==> src/rtl/tqs_pkg.sv <==
// Package for the task queue scheduler: task status codes, event codes,
// controller states and the command/status structs between controller and datapath.
// No dependencies.
package tqs_pkg;

   typedef enum logic [1:0] {
      ST_BLOCKED = 2'd0,
      ST_RUNNING = 2'd1,
      ST_READY   = 2'd2,
      ST_EXITED  = 2'd3
   } task_st_type;

   typedef enum logic [2:0] {
      OP_YIELD   = 3'd0,
      OP_SLEEP   = 3'd1,
      OP_UNBLOCK = 3'd2,
      OP_CREATE  = 3'd3,
      OP_EXIT    = 3'd4,
      OP_KILL    = 3'd5,
      OP_WAIT    = 3'd6
   } op_type;

   typedef enum logic [2:0] {
      SEL_KEEP = 3'd0,
      SEL_CUR  = 3'd1,
      SEL_SLOT = 3'd2,
      SEL_RH   = 3'd3,
      SEL_WH   = 3'd4,
      SEL_SCAN = 3'd5
   } sel_src_type;

   typedef enum logic [1:0] {
      OWN_SRC_READY = 2'd0,
      OWN_SRC_SLEEP = 2'd1,
      OWN_SRC_WAIT  = 2'd2
   } own_src_type;

   typedef enum logic [4:0] {
      S_IDLE, S_DISPATCH, S_SCAN, S_WAIT_BLK, S_BLK_UNL, S_BLK_LNK,
      S_RDY_UNL, S_RDY_LNK, S_KIL_UNL, S_REL_CHK, S_REL_UNL, S_REL_LNK,
      S_SCH_CHK, S_SCH_UNL, S_SCH_LNK, S_SCH_PICK, S_SCH_TAKE, S_RESP
   } state_type;

   typedef struct packed {
      logic        latch;
      sel_src_type sel_src;
      logic        set_st;
      task_st_type st_val;
      logic        unlink;
      logic        link;
      own_src_type own_src;
      logic        set_cur;
      logic        set_wslot;
      logic        create_fill;
      logic        scan_init;
      logic        scan_create;
      logic        scan_step;
      logic        set_err;
      logic        respond;
   } cmd_type;

   typedef struct packed {
      op_type op;
      logic   rh_nil;
      logic   wh_nil;
      logic   cur_resched;
      logic   scan_hit;
      logic   scan_end;
      logic   found_exited;
      logic   slot_bad;
      logic   image_bad;
      logic   pid_zero;
      logic   kill_cur;
   } status_type;

endpackage

==> src/rtl/tqs_ctrl.sv <==
// Controller for the task queue scheduler: sequences one event as list micro-steps.
// Depends on tqs_pkg.
module tqs_ctrl (
   input  logic              clock,
   input  logic              reset,
   input  logic              start,
   output logic              busy,
   input  tqs_pkg::status_type status,
   output tqs_pkg::cmd_type   cmd
);
   import tqs_pkg::*;

   state_type state_ff, state_in;

   always_ff @(posedge clock) begin
      if (reset) begin
         state_ff <= S_IDLE;
      end else begin
         state_ff <= state_in;
      end
   end

   assign busy = (state_ff != S_IDLE);

   always_comb begin
      state_in = state_ff;
      cmd      = '0;
      case (state_ff)
         S_IDLE: begin
            if (start) begin
               cmd.latch = 1'b1;
               state_in  = S_DISPATCH;
            end
         end
         S_DISPATCH: begin
            case (status.op)
               OP_YIELD: state_in = S_SCH_CHK;
               OP_SLEEP: begin
                  cmd.sel_src = SEL_CUR;
                  cmd.set_st  = 1'b1;
                  cmd.st_val  = ST_BLOCKED;
                  state_in    = S_BLK_UNL;
               end
               OP_UNBLOCK: begin
                  if (status.slot_bad) begin
                     cmd.set_err = 1'b1;
                     state_in    = S_RESP;
                  end else begin
                     cmd.sel_src = SEL_SLOT;
                     cmd.set_st  = 1'b1;
                     cmd.st_val  = ST_READY;
                     state_in    = S_RDY_UNL;
                  end
               end
               OP_CREATE: begin
                  if (status.image_bad) begin
                     cmd.set_err = 1'b1;
                     state_in    = S_RESP;
                  end else begin
                     cmd.scan_init   = 1'b1;
                     cmd.scan_create = 1'b1;
                     state_in        = S_SCAN;
                  end
               end
               OP_EXIT: begin
                  cmd.sel_src   = SEL_CUR;
                  cmd.set_st    = 1'b1;
                  cmd.st_val    = ST_EXITED;
                  cmd.set_wslot = 1'b1;
                  state_in      = S_REL_CHK;
               end
               OP_KILL, OP_WAIT: begin
                  if (status.pid_zero) begin
                     cmd.set_err = 1'b1;
                     state_in    = S_RESP;
                  end else begin
                     cmd.scan_init = 1'b1;
                     state_in      = S_SCAN;
                  end
               end
               default: begin
                  cmd.set_err = 1'b1;
                  state_in    = S_RESP;
               end
            endcase
         end
         S_SCAN: begin
            if (status.scan_end) begin
               cmd.set_err = 1'b1;
               state_in    = S_RESP;
            end else if (!status.scan_hit) begin
               cmd.scan_step = 1'b1;
            end else if (status.op == OP_CREATE) begin
               cmd.sel_src     = SEL_SCAN;
               cmd.create_fill = 1'b1;
               cmd.set_st      = 1'b1;
               cmd.st_val      = ST_READY;
               state_in        = S_RDY_UNL;
            end else if (status.op == OP_KILL) begin
               if (status.found_exited) begin
                  cmd.set_err = 1'b1;
                  state_in    = S_RESP;
               end else begin
                  cmd.sel_src   = SEL_SCAN;
                  cmd.set_st    = 1'b1;
                  cmd.st_val    = ST_EXITED;
                  cmd.set_wslot = 1'b1;
                  state_in      = S_KIL_UNL;
               end
            end else begin
               // wait on an exited task succeeds with no change
               if (status.found_exited) begin
                  state_in = S_RESP;
               end else begin
                  cmd.sel_src   = SEL_SCAN;
                  cmd.set_wslot = 1'b1;
                  state_in      = S_WAIT_BLK;
               end
            end
         end
         S_WAIT_BLK: begin
            cmd.sel_src = SEL_CUR;
            cmd.set_st  = 1'b1;
            cmd.st_val  = ST_BLOCKED;
            state_in    = S_BLK_UNL;
         end
         S_BLK_UNL: begin
            cmd.unlink = 1'b1;
            state_in   = S_BLK_LNK;
         end
         S_BLK_LNK: begin
            cmd.link    = 1'b1;
            cmd.own_src = (status.op == OP_SLEEP) ? OWN_SRC_SLEEP : OWN_SRC_WAIT;
            state_in    = S_SCH_CHK;
         end
         S_RDY_UNL: begin
            cmd.unlink = 1'b1;
            state_in   = S_RDY_LNK;
         end
         S_RDY_LNK: begin
            cmd.link    = 1'b1;
            cmd.own_src = OWN_SRC_READY;
            state_in    = S_RESP;
         end
         S_KIL_UNL: begin
            cmd.unlink = 1'b1;
            state_in   = S_REL_CHK;
         end
         S_REL_CHK: begin
            if (status.wh_nil) begin
               if (status.op == OP_KILL && !status.kill_cur) begin
                  state_in = S_RESP;
               end else begin
                  state_in = S_SCH_CHK;
               end
            end else begin
               cmd.sel_src = SEL_WH;
               cmd.set_st  = 1'b1;
               cmd.st_val  = ST_READY;
               state_in    = S_REL_UNL;
            end
         end
         S_REL_UNL: begin
            cmd.unlink = 1'b1;
            state_in   = S_REL_LNK;
         end
         S_REL_LNK: begin
            cmd.link    = 1'b1;
            cmd.own_src = OWN_SRC_READY;
            state_in    = S_REL_CHK;
         end
         S_SCH_CHK: begin
            if (status.rh_nil) begin
               state_in = S_RESP;
            end else if (status.cur_resched) begin
               cmd.sel_src = SEL_CUR;
               cmd.set_st  = 1'b1;
               cmd.st_val  = ST_READY;
               state_in    = S_SCH_UNL;
            end else begin
               state_in = S_SCH_PICK;
            end
         end
         S_SCH_UNL: begin
            cmd.unlink = 1'b1;
            state_in   = S_SCH_LNK;
         end
         S_SCH_LNK: begin
            cmd.link    = 1'b1;
            cmd.own_src = OWN_SRC_READY;
            state_in    = S_SCH_PICK;
         end
         S_SCH_PICK: begin
            cmd.sel_src = SEL_RH;
            cmd.set_st  = 1'b1;
            cmd.st_val  = ST_RUNNING;
            cmd.set_cur = 1'b1;
            state_in    = S_SCH_TAKE;
         end
         S_SCH_TAKE: begin
            cmd.unlink = 1'b1;
            state_in   = S_RESP;
         end
         S_RESP: begin
            cmd.respond = 1'b1;
            state_in    = S_IDLE;
         end
         default: state_in = S_IDLE;
      endcase
   end

endmodule

==> src/rtl/tqs_datapath.sv <==
// Datapath for the task queue scheduler: task table, list links, queue ends,
// slot scan and result registers. Depends on tqs_pkg.
module tqs_datapath #(
   parameter int TASK_SLOTS  = 16,
   parameter int IMAGE_COUNT = 16
) (
   input  logic               clock,
   input  logic               reset,
   input  tqs_pkg::cmd_type    cmd,
   output tqs_pkg::status_type status,
   input  logic [2:0]         req_operation,
   input  logic [3:0]         req_task_slot,
   input  logic [15:0]        req_target_pid,
   input  logic [7:0]         req_image_id,
   output logic               rsp_strobe,
   output logic               rsp_status_code,
   output logic [15:0]        rsp_new_pid,
   output logic [3:0]         rsp_running_slot,
   output logic [15:0]        rsp_running_pid,
   output logic               rsp_switched
);
   import tqs_pkg::*;

   localparam int IW = (TASK_SLOTS > 2) ? $clog2(TASK_SLOTS) : 1;
   localparam int SW = $clog2(TASK_SLOTS + 1);
   localparam int OW = $clog2(TASK_SLOTS + 3);
   localparam int XW = (IW > 4) ? IW : 4;
   localparam logic [SW-1:0] NIL       = SW'(TASK_SLOTS);
   localparam logic [OW-1:0] OWN_READY = OW'(TASK_SLOTS);
   localparam logic [OW-1:0] OWN_SLEEP = OW'(TASK_SLOTS + 1);
   localparam logic [OW-1:0] OWN_NONE  = OW'(TASK_SLOTS + 2);
   localparam logic [OW-1:0] OWN_SLOTS = OW'(TASK_SLOTS);

   logic [15:0]   pid_ff  [TASK_SLOTS];
   task_st_type   stat_ff [TASK_SLOTS];
   logic [SW-1:0] next_ff [TASK_SLOTS];
   logic [SW-1:0] prev_ff [TASK_SLOTS];
   logic [OW-1:0] own_ff  [TASK_SLOTS];
   logic [SW-1:0] wh_ff   [TASK_SLOTS];
   logic [SW-1:0] wt_ff   [TASK_SLOTS];
   logic [SW-1:0] rh_ff, rt_ff, sh_ff, stl_ff;
   logic [IW-1:0] cur_ff, before_ff, sel_ff, sel_in, wslot_ff;
   logic [15:0]   npid_ff, made_ff;
   logic [SW-1:0] scan_ff;
   logic          scan_create_ff, err_ff;
   logic [2:0]    op_ff;
   logic [3:0]    slot_ff;
   logic [15:0]   tpid_ff;
   logic [7:0]    image_ff;

   // unlink terms
   logic [OW-1:0] u_own;
   logic [SW-1:0] u_p, u_n;
   logic          u_on;
   // link terms
   logic [OW-1:0] l_own;
   logic [SW-1:0] l_tail;
   // queue end writes
   logic          hd_wr, tl_wr;
   logic [OW-1:0] hd_own, tl_own;
   logic [SW-1:0] hd_val, tl_val;
   logic [IW-1:0] slot_idx, scan_idx;
   logic [XW-1:0] slot_x, cur_x;

   assign slot_x   = XW'(slot_ff);
   assign slot_idx = slot_x[IW-1:0];
   assign scan_idx = scan_ff[IW-1:0];
   assign cur_x    = XW'(cur_ff);

   always_comb begin
      case (cmd.sel_src)
         SEL_CUR:  sel_in = cur_ff;
         SEL_SLOT: sel_in = slot_idx;
         SEL_RH:   sel_in = rh_ff[IW-1:0];
         SEL_WH:   sel_in = wh_ff[wslot_ff][IW-1:0];
         SEL_SCAN: sel_in = scan_idx;
         default:  sel_in = sel_ff;
      endcase
   end

   assign u_own = own_ff[sel_ff];
   assign u_p   = prev_ff[sel_ff];
   assign u_n   = next_ff[sel_ff];
   assign u_on  = (u_own < OWN_NONE);

   always_comb begin
      case (cmd.own_src)
         OWN_SRC_READY: l_own = OWN_READY;
         OWN_SRC_SLEEP: l_own = OWN_SLEEP;
         default:       l_own = OW'(wslot_ff);
      endcase
      if (l_own < OWN_SLOTS) begin
         l_tail = wt_ff[l_own[IW-1:0]];
      end else if (l_own == OWN_READY) begin
         l_tail = rt_ff;
      end else begin
         l_tail = stl_ff;
      end
   end

   always_comb begin
      hd_wr  = 1'b0;
      tl_wr  = 1'b0;
      hd_own = u_own;
      tl_own = u_own;
      hd_val = u_n;
      tl_val = u_p;
      if (cmd.unlink && u_on) begin
         hd_wr = (u_p >= NIL);
         tl_wr = (u_n >= NIL);
      end else if (cmd.link) begin
         hd_own = l_own;
         tl_own = l_own;
         hd_val = SW'(sel_ff);
         tl_val = SW'(sel_ff);
         hd_wr  = (l_tail >= NIL);
         tl_wr  = 1'b1;
      end
   end

   always_ff @(posedge clock) begin
      if (reset) begin
         for (int i = 0; i < TASK_SLOTS; i++) begin
            pid_ff[i]  <= '0;
            stat_ff[i] <= ST_BLOCKED;
            own_ff[i]  <= OWN_NONE;
            wh_ff[i]   <= NIL;
            wt_ff[i]   <= NIL;
         end
         rh_ff      <= NIL;
         rt_ff      <= NIL;
         sh_ff      <= NIL;
         stl_ff     <= NIL;
         cur_ff     <= '0;
         npid_ff    <= 16'd1;
         rsp_strobe <= 1'b0;
      end else begin
         rsp_strobe <= cmd.respond;
         if (cmd.latch) begin
            op_ff     <= req_operation;
            slot_ff   <= req_task_slot;
            tpid_ff   <= req_target_pid;
            image_ff  <= req_image_id;
            before_ff <= cur_ff;
            err_ff    <= 1'b0;
            made_ff   <= '0;
         end
         sel_ff <= sel_in;
         if (cmd.set_st) stat_ff[sel_in] <= cmd.st_val;
         if (cmd.set_cur) cur_ff <= sel_in;
         if (cmd.set_wslot) wslot_ff <= sel_in;
         if (cmd.set_err) err_ff <= 1'b1;
         if (cmd.create_fill) begin
            pid_ff[sel_in] <= npid_ff;
            made_ff        <= npid_ff;
            npid_ff        <= (npid_ff == 16'hFFFF) ? 16'd1 : npid_ff + 16'd1;
         end
         if (cmd.scan_init) begin
            scan_ff        <= cmd.scan_create ? SW'(1) : '0;
            scan_create_ff <= cmd.scan_create;
         end else if (cmd.scan_step) begin
            scan_ff <= scan_ff + SW'(1);
         end
         if (cmd.unlink && u_on) begin
            if (u_p < NIL) next_ff[u_p[IW-1:0]] <= u_n;
            if (u_n < NIL) prev_ff[u_n[IW-1:0]] <= u_p;
            own_ff[sel_ff] <= OWN_NONE;
         end
         if (cmd.link) begin
            next_ff[sel_ff] <= NIL;
            prev_ff[sel_ff] <= l_tail;
            if (l_tail < NIL) next_ff[l_tail[IW-1:0]] <= SW'(sel_ff);
            own_ff[sel_ff] <= l_own;
         end
         if (hd_wr) begin
            if (hd_own < OWN_SLOTS) wh_ff[hd_own[IW-1:0]] <= hd_val;
            else if (hd_own == OWN_READY) rh_ff <= hd_val;
            else sh_ff <= hd_val;
         end
         if (tl_wr) begin
            if (tl_own < OWN_SLOTS) wt_ff[tl_own[IW-1:0]] <= tl_val;
            else if (tl_own == OWN_READY) rt_ff <= tl_val;
            else stl_ff <= tl_val;
         end
      end
   end

   // result beat registers
   always_ff @(posedge clock) begin
      if (cmd.respond) begin
         rsp_status_code  <= err_ff;
         rsp_new_pid      <= made_ff;
         rsp_running_slot <= cur_x[3:0];
         rsp_running_pid  <= pid_ff[cur_ff];
         rsp_switched     <= (cur_ff != before_ff);
      end
   end

   always_comb begin
      status.op           = op_type'(op_ff);
      status.rh_nil       = (rh_ff >= NIL);
      status.wh_nil       = (wh_ff[wslot_ff] >= NIL);
      status.cur_resched  = (cur_ff != '0) && (stat_ff[cur_ff] == ST_RUNNING);
      status.scan_end     = (scan_ff >= NIL);
      status.scan_hit     = scan_create_ff ?
                            ((pid_ff[scan_idx] == '0) || (stat_ff[scan_idx] == ST_EXITED)) :
                            (pid_ff[scan_idx] == tpid_ff);
      status.found_exited = (stat_ff[scan_idx] == ST_EXITED);
      status.slot_bad     = (32'(slot_ff) >= TASK_SLOTS) ||
                            (own_ff[slot_idx] == OWN_READY) ||
                            (own_ff[slot_idx] >= OWN_NONE);
      status.image_bad    = (32'(image_ff) >= IMAGE_COUNT);
      status.pid_zero     = (tpid_ff == '0);
      status.kill_cur     = (wslot_ff == cur_ff);
   end

endmodule

==> src/rtl/task_queue_scheduler.sv <==
// Top level of the task queue scheduler: controller plus datapath.
// Depends on tqs_pkg, tqs_ctrl and tqs_datapath.
//
// Usage: drive req_* and raise start; the event is taken at the clock edge
// where start is high and busy is low. busy stays high while the event works
// through the task lists. The result is one beat: rsp_strobe is high for
// exactly one cycle with rsp_* valid; the receiver cannot hold it off, and
// busy drops in that same cycle, so the next event may be taken then.
// A move between lists is an unlink state followed by a link state. Create,
// kill and wait scan the task slots in order before any list edit, and exit
// and kill then release each waiter through a check, an unlink and a link
// state. The slot scan and the waiter release make the longest events.
// Reset (synchronous, active high) frees all slots, empties all queues, makes
// slot 0 the running boot task and sets the next pid to one.
module task_queue_scheduler #(
   parameter int TASK_SLOTS  = 16,
   parameter int IMAGE_COUNT = 16
) (
   input  logic        clock,
   input  logic        reset,
   input  logic        start,
   output logic        busy,
   input  logic [2:0]  req_operation,
   input  logic [3:0]  req_task_slot,
   input  logic [15:0] req_target_pid,
   input  logic [7:0]  req_image_id,
   output logic        rsp_strobe,
   output logic        rsp_status_code,
   output logic [15:0] rsp_new_pid,
   output logic [3:0]  rsp_running_slot,
   output logic [15:0] rsp_running_pid,
   output logic        rsp_switched
);
   import tqs_pkg::*;

   cmd_type    cmd;
   status_type status;

   tqs_ctrl u_ctrl (
      .clock  (clock),
      .reset  (reset),
      .start  (start),
      .busy   (busy),
      .status (status),
      .cmd    (cmd)
   );

   tqs_datapath #(
      .TASK_SLOTS  (TASK_SLOTS),
      .IMAGE_COUNT (IMAGE_COUNT)
   ) u_dp (
      .clock            (clock),
      .reset            (reset),
      .cmd              (cmd),
      .status           (status),
      .req_operation    (req_operation),
      .req_task_slot    (req_task_slot),
      .req_target_pid   (req_target_pid),
      .req_image_id     (req_image_id),
      .rsp_strobe       (rsp_strobe),
      .rsp_status_code  (rsp_status_code),
      .rsp_new_pid      (rsp_new_pid),
      .rsp_running_slot (rsp_running_slot),
      .rsp_running_pid  (rsp_running_pid),
      .rsp_switched     (rsp_switched)
   );

endmodule

==> config.mk <==
export PLATFORM = sky130hd
export DESIGN_NAME = task_queue_scheduler
export DESIGN_NICKNAME = d
export VERILOG_FILES = /design/src/rtl/tqs_pkg.sv /design/src/rtl/tqs_ctrl.sv /design/src/rtl/tqs_datapath.sv /design/src/rtl/task_queue_scheduler.sv
export SDC_FILE = /design/constraint.sdc
export NUM_CORES = 1
export LEC_CHECK = 0
export BUFFER_PORTS_ARGS = -buffer_cell sky130_fd_sc_hd__buf_2
export CAP_MARGIN = 20
export CORE_UTILIZATION = 45
export CTS_CLUSTER_SIZE = 16
export DETAILED_ROUTE_END_ITERATION = 8
export SETUP_SLACK_MARGIN = 0.1
export SYNTH_ARGS = -nofsm -noshare
export SYNTH_HDL_FRONTEND = slang
export SYNTH_SLANG_ARGS = --single-unit
export TNS_END_PERCENT = 100
==> constraint.sdc <==
create_clock -name clock -period 15.7 [get_ports clock]
set_clock_uncertainty 0.1 [all_clocks]
set_input_delay 3.925 -clock clock [delete_from_list [all_inputs] [get_ports clock]]
set_output_delay 3.925 -clock clock [all_outputs]
set_load 0.01 [all_outputs]
==> flow_metrics.tcl, run 1 <==
set metrics [dict create \
    setup_tns_ns 0 \
    ys_warn_count 0 \
    grt_antenna_before_repair 1 \
    synth_edf_count 772 \
    worst_path_most_repeated_cell "buf_4" \
    clockRootBuffer "clkbuf_16" \
    overflow 0 \
    wl_per_cell_um 27.5 \
    die_h_um 308 \
    drv_slew 0 \
    cts-htree-levels 3 \
    cpPeakStageDelay_ns 0.78 \
    ant_nets 0 \
    grt_use_total 0.262 \
    dieWidth_um 308 \
    crit_chain "buf_4 > buf_4 > mux4_2 > mux2i_1 > xnor2_1 > o41ai_1 > nor4b_2 > and3_1 > nor2_1 > o221ai_4 > buf_4 > inv_2 > buf_4 > o31ai_2 > buf_4" \
    cp.required_ns 15.95 \
    cp.arrival_ns 7.82 \
    coreArea_um2 92200 \
    cts.clk_slew.worst_paths_ns 0.06 \
    maxCapViolCount 0 \
    yosysSeqAreaShare 0.585 \
    cts_tree "built" \
    finalSetupViolCount 0 \
    diodes 0 \
    end_kind "register" \
    post_synth_num_cell_types 82 \
    hold_depth 0 \
    tritoncts_num_sinks 845 \
    worst_pin_slew_ns 1.21 \
    port-buffer-count 69 \
    dpl_cell_area_um2 43500 \
    cp_slowest_cell "buf_4" \
    synth-seq-cells 845 \
    synthFlopType "edfxtp_1" \
    totalWireLength_mm 125 \
    drc 0 \
    dr.pass1.iters 5 \
    vdd_drop_max_mv 0.0891 \
    post_cts_buffers 0 \
    gp_congestion 0.950 \
    dr.first_iter.drc_count 3718 \
    via_per_inst 6.48 \
    avgSynthCellArea_um2 12.9 \
    grt_pass1_wl_mm 186 \
    ios 74 \
    critPathMaxFanout 83 \
    fillers 7963 \
    rsz0062_at_grt "no" \
    grt_pass1_vias 29100 \
    initial_core_util 0.457 \
    start_kind "register" \
    clkLatencyLatePin_ns 0.67 \
    detailed_place_hpwl_mm 83.0 \
    stdcell_area_um2 46500 \
    clock_path_buffers 3 \
    synth_cells 3270 \
    synth_async_sr_flop_share 0 \
    slew_headroom 0.194 \
    grt_max_degree 84 \
    instances_no_fill 4533 \
    layout-drive-gt1-share 0.182 \
    outcome "complete, no violations" \
    finalCritPeriodShare 0.483 \
    area_delta_synth_final_pct 10.4 \
    fin_nets 3248 \
    synth_nets 3307 \
    route.vias.total 29400 \
    pwr_density_cell_nw_per_um2 122 \
    fmax_mhz 132 \
    worst_r2r_path_depth 15 \
    cts.repair.resized 0 \
    dieArea_um2 94800 \
    num_rows 111 \
    cts_made_buffers 92 \
    ctsHoldBuffers 0 \
    dp_cells 4360 \
    synth_area_um2 42100 \
    p_leak_nw 14.9 \
    critical_path_class "reg2reg" \
    finalHoldViolCount 0 \
    fin_crit_ns 7.58 \
    holdCritPathClass "reg2reg" \
]
## cell usage in the layout (no fill, tap or decap), types with 69 or more instances in the layout
master,instances
and2_1,84
buf_2,69
dfxtp_1,69
a21oi_1,78
nand2_1,282
o22ai_1,84
o21ai_0,87
nor4_1,204
clkbuf_16,95
mux2i_1,150
edfxtp_1,772
nor2_1,319
mux4_2,192
## critical path, delay by kind of cell (launching register included)
kind | cells | cell delay, ns
XOR/XNOR | 1 | 0.13
multiplexers | 2 | 1.15
AO/OA/AOI/OAI | 3 | 1.51
buffers and inverters | 6 | 2.65
flip-flops | 1 | 0.32
AND/OR/NAND/NOR | 3 | 1.28
## Yosys cell counts (8+ instances only)
cell type,n,area (um2)
buf_6,9,101
nor2b_1,41,257
nor4_2,26,325
nand3_1,56,280
dfxtp_1,73,1460
nor2_1,320,1200
nor3_1,40,200
buf_4,12,90.1
a21oi_1,80,400
a22oi_1,35,263
or3_1,23,144
and2_1,84,526
and3_1,17,106
inv_1,43,161
or2_2,16,100
a21o_1,8,60.1
mux2i_1,151,1510
nor4b_1,14,123
nand2_1,282,1060
o31ai_1,28,210
nand2b_1,24,150
o21ai_0,87,435
mux2_2,36,405
or4_1,8,60.1
edfxtp_1,772,23200
mux4_2,192,4320
clkbuf_1,197,739
xnor2_1,21,184
o22ai_1,85,532
nor4_1,204,1280
a211oi_1,14,105
o221ai_1,8,70.1
nand4_1,34,213
xor2_1,14,123
a31oi_1,14,87.6
a221oi_1,33,289
buf_1,20,75.1
buf_2,51,255
## worst paths after layout
kind	start	endpoint	slack, ns
setup / recovery	u_dp.scan_ff[1]	u_dp.pid_ff[11][14]	8.12
setup reg to reg	u_dp.scan_ff[1]	u_dp.pid_ff[11][14]	8.12
hold / removal	u_dp.made_ff[9]	u_dp.rsp_new_pid[9]	0.32
hold reg to reg	u_dp.made_ff[9]	u_dp.rsp_new_pid[9]	0.32
## layout make-up
type / instances / area, um2 / share of cell area
tap: 1243 / 1560 / 0.0334
sequential: 845 / 24700 / 0.530
clock inverter: 37 / 369 / 0.00794
clock buffer: 136 / 2650 / 0.0570
timing repair buffer: 136 / 848 / 0.0182
inverter: 48 / 181 / 0.00390
multi-input combinational: 2088 / 16200 / 0.349
## kinds of logic after synthesis
| family | count (synthesis) | share of synthesized area |
|---|---|---|
| multiplexers | 382 | 0.150 |
| buffers and inverters | 337 | 0.0342 |
| flip-flops | 845 | 0.585 |
| XOR/XNOR | 35 | 0.00728 |
| adder cells (fa/ha/maj) | 3 | 0.000891 |
| AO/OA/AOI/OAI | 459 | 0.0749 |
| AND/OR/NAND/NOR | 1209 | 0.148 |
## routing by layer
layer | part of all wire | global-route usage | vias up | wire, um
li1 | - | - | 12700 | -
met1 | 0.38 | 0.335 | 14700 | 47800
met2 | 0.49 | 0.438 | 1646 | 61000
met3 | 0.086 | 0.0445 | 289 | 10700
met4 | 0.041 | 0.114 | 2 | 5170
met5 | 0.00010 | 0 | - | 13
## sequential cells by signal (all words and copies together), names as in the netlist, 32 cells and up, named ones only
signal        cells
u_dp.next_ff     80
u_dp.wh_ff       80
u_dp.pid_ff     256
u_dp.prev_ff     80
u_dp.own_ff      80
u_dp.wt_ff       80
u_dp.stat_ff     32
## per-stage QoR
stage               total power, mW   util  hold slack [ns]  worst slack, ns
global route                   5.85  0.504            0.326             7.74
global placement               3.52  0.472            0.306             7.77
floorplan                      3.24      -            0.300             9.09
CTS                            5.69  0.504            0.319             8.18
finish                         5.68  0.504            0.318             8.12
detailed placement             3.54  0.472            0.306             7.65
## where the power goes
part	internal [mW]	switching, mW	total [mW]
clock network	1.27	0.901	2.17
registers	2.56	0.0657	2.63
logic	0.248	0.638	0.886
(Power assumes the default switching activity.)
==> inputs of run 2 (changes only) <==
Clock period 15.7 ns to 6.5 ns, I/O delays scaled along.
==> run 2 against run 1 <==
Non-clock buffer count increased by 70. Die area unchanged. Largest power group unchanged. Design area increased by 1.5%. Sequential power increased by 140%.
==> flow_metrics.tcl, run 2 (synthesis gave the netlist of run 1 again) <==
set metrics [dict create \
    outcome "complete, no violations" \
    met3WireLength_mm 10.4 \
    cts_made_buffers 92 \
    layout-drive-gt1-share 0.196 \
    coreArea_um2 92200 \
    slew_headroom 0.243 \
    finalSetupViolCount 0 \
    port-buffer-count 69 \
    fillers 7905 \
    cts_tree "built" \
    finalCritPeriodShare 0.912 \
    num_rows 111 \
    p_leak_nw 15.2 \
    die_h_um 308 \
    cp.arrival_ns 6.17 \
    largest_reg_flops 256 \
    finalHoldViolCount 0 \
    pwr_density_cell_nw_per_um2 293 \
    holdCritPathClass "reg2reg" \
    worst_pin_slew_ns 1.13 \
    ios 74 \
    fin_nets 3318 \
    post_cts_buffers 0 \
    vdd_drop_max_mv 0.196 \
    drt-met1-wl_mm 47.9 \
    setup_tns_ns 0 \
    ctsHoldBuffers 0 \
    setup_ws_ns 0.569 \
    start_kind "register" \
    largest-register "u_dp.pid_ff" \
    finalPower_mw 13.8 \
    top_layer "met5" \
    fin_crit_ns 5.93 \
    totalWireLength_mm 125 \
    wl_per_cell_um 27.2 \
    detailed_place_hpwl_mm 86.3 \
    cpPeakStageDelay_ns 1.10 \
    layout_common_cells "edfxtp_1 (772), nor2_1 (319), nand2_1 (282), nor4_1 (204), mux4_2 (192)" \
    cts.clk_slew.worst_paths_ns 0.06 \
    grt_max_degree 91 \
    route.vias.total 29500 \
    gp_congestion 0.949 \
    clock_path_buffers 3 \
    area_delta_synth_final_pct 12.1 \
    clockRootBuffer "clkbuf_16" \
    rsz0062_at_grt "no" \
    cts.repair.resized 0 \
    fmax_mhz 169 \
    worst_path_most_repeated_cell "buf_4" \
    cp.required_ns 6.74 \
    maxCapViolCount 0 \
    cts-htree-levels 3 \
    initial_core_util 0.457 \
    dr.pass1.iters 5 \
    dieWidth_um 308 \
    dieArea_um2 94800 \
    drc 0 \
    clkLatencyLatePin_ns 0.66 \
    via_per_inst 6.42 \
    post-place-ws_ns 0.658 \
    ant_nets 0 \
    tritoncts_num_sinks 845 \
    crit_chain "buf_4 > buf_4 > mux4_2 > nand2_1 > and2_1 > xnor2_1 > o32a_1 > a21oi_1 > and3_1 > nor2_1 > o221ai_4 > inv_2 > o31ai_2 > buf_4" \
    dr.first_iter.drc_count 3554 \
    multi_input_area_um2 16200 \
    end_kind "register" \
    grt_pass1_vias 29300 \
    cp_slowest_cell "edfxtp_1" \
    drv_slew 0 \
    regArea_um2 24700 \
    critPathMaxFanout 18 \
    wl_met2_mm 61.2 \
    final_common_cell "edfxtp_1" \
    grt_pass1_wl_mm 187 \
    critical_path_class "reg2reg" \
    grt_antenna_before_repair 3 \
    grt_use_total 0.263 \
    overflow 0 \
]
run 2: path summary, 6_finish.rpt:
path	end	slack, ns	start	cells past startpoint
max reg2reg	u_dp.pid_ff[10][9]	0.57	u_dp.scan_ff[0]	14
min reg2reg	u_dp.rsp_new_pid[0]	0.31	u_dp.made_ff[0]	0
min	u_dp.rsp_new_pid[0]	0.31	u_dp.made_ff[0]	0
max	u_dp.pid_ff[10][9]	0.57	u_dp.scan_ff[0]	14
run 2: worst max-delay path, delay by kind of cell, from the launching register on:
family                 cells  cell delay (ns)
multiplexers               1             0.58
XOR/XNOR                   1             0.09
AO/OA/AOI/OAI              4             1.46
flip-flops                 1             1.10
buffers and inverters      4             1.34
AND/OR/NAND/NOR            4             0.91
run 2: metal layers:
layer  vias up  GRT usage
met5         -          0
met4         4      0.117
met3       283     0.0375
met2      1574      0.441
met1     14900      0.341
li1      12800          -
run 2: through the flow:
step / instances / util / hold WS, ns / instance area (um2)
after floorplan: 3270 / - / 0.300 / 42100
after global placement: 4429 / 0.479 / 0.302 / 44200
after detailed placement: 4430 / 0.479 / 0.305 / 44200
after CTS: 4602 / 0.512 / 0.317 / 47200
after global routing: 4602 / 0.512 / 0.325 / 47200
final: 4603 / 0.512 / 0.312 / 47200
run 2: final cells by class:
type / count / area share
multi-input combinational: 2088 / 0.344
sequential: 845 / 0.522
clock inverter: 46 / 0.0115
antenna: 1 / 0.0000530
clock buffer: 126 / 0.0524
timing repair buffer: 206 / 0.0330
tap: 1243 / 0.0329
inverter: 48 / 0.00384
run 2: power breakdown:
part           switching, mW  internal (mW)
Sequential             0.187           6.18
Combinational           1.51          0.666
Clock                   2.19           3.11
Total                   3.89           9.96
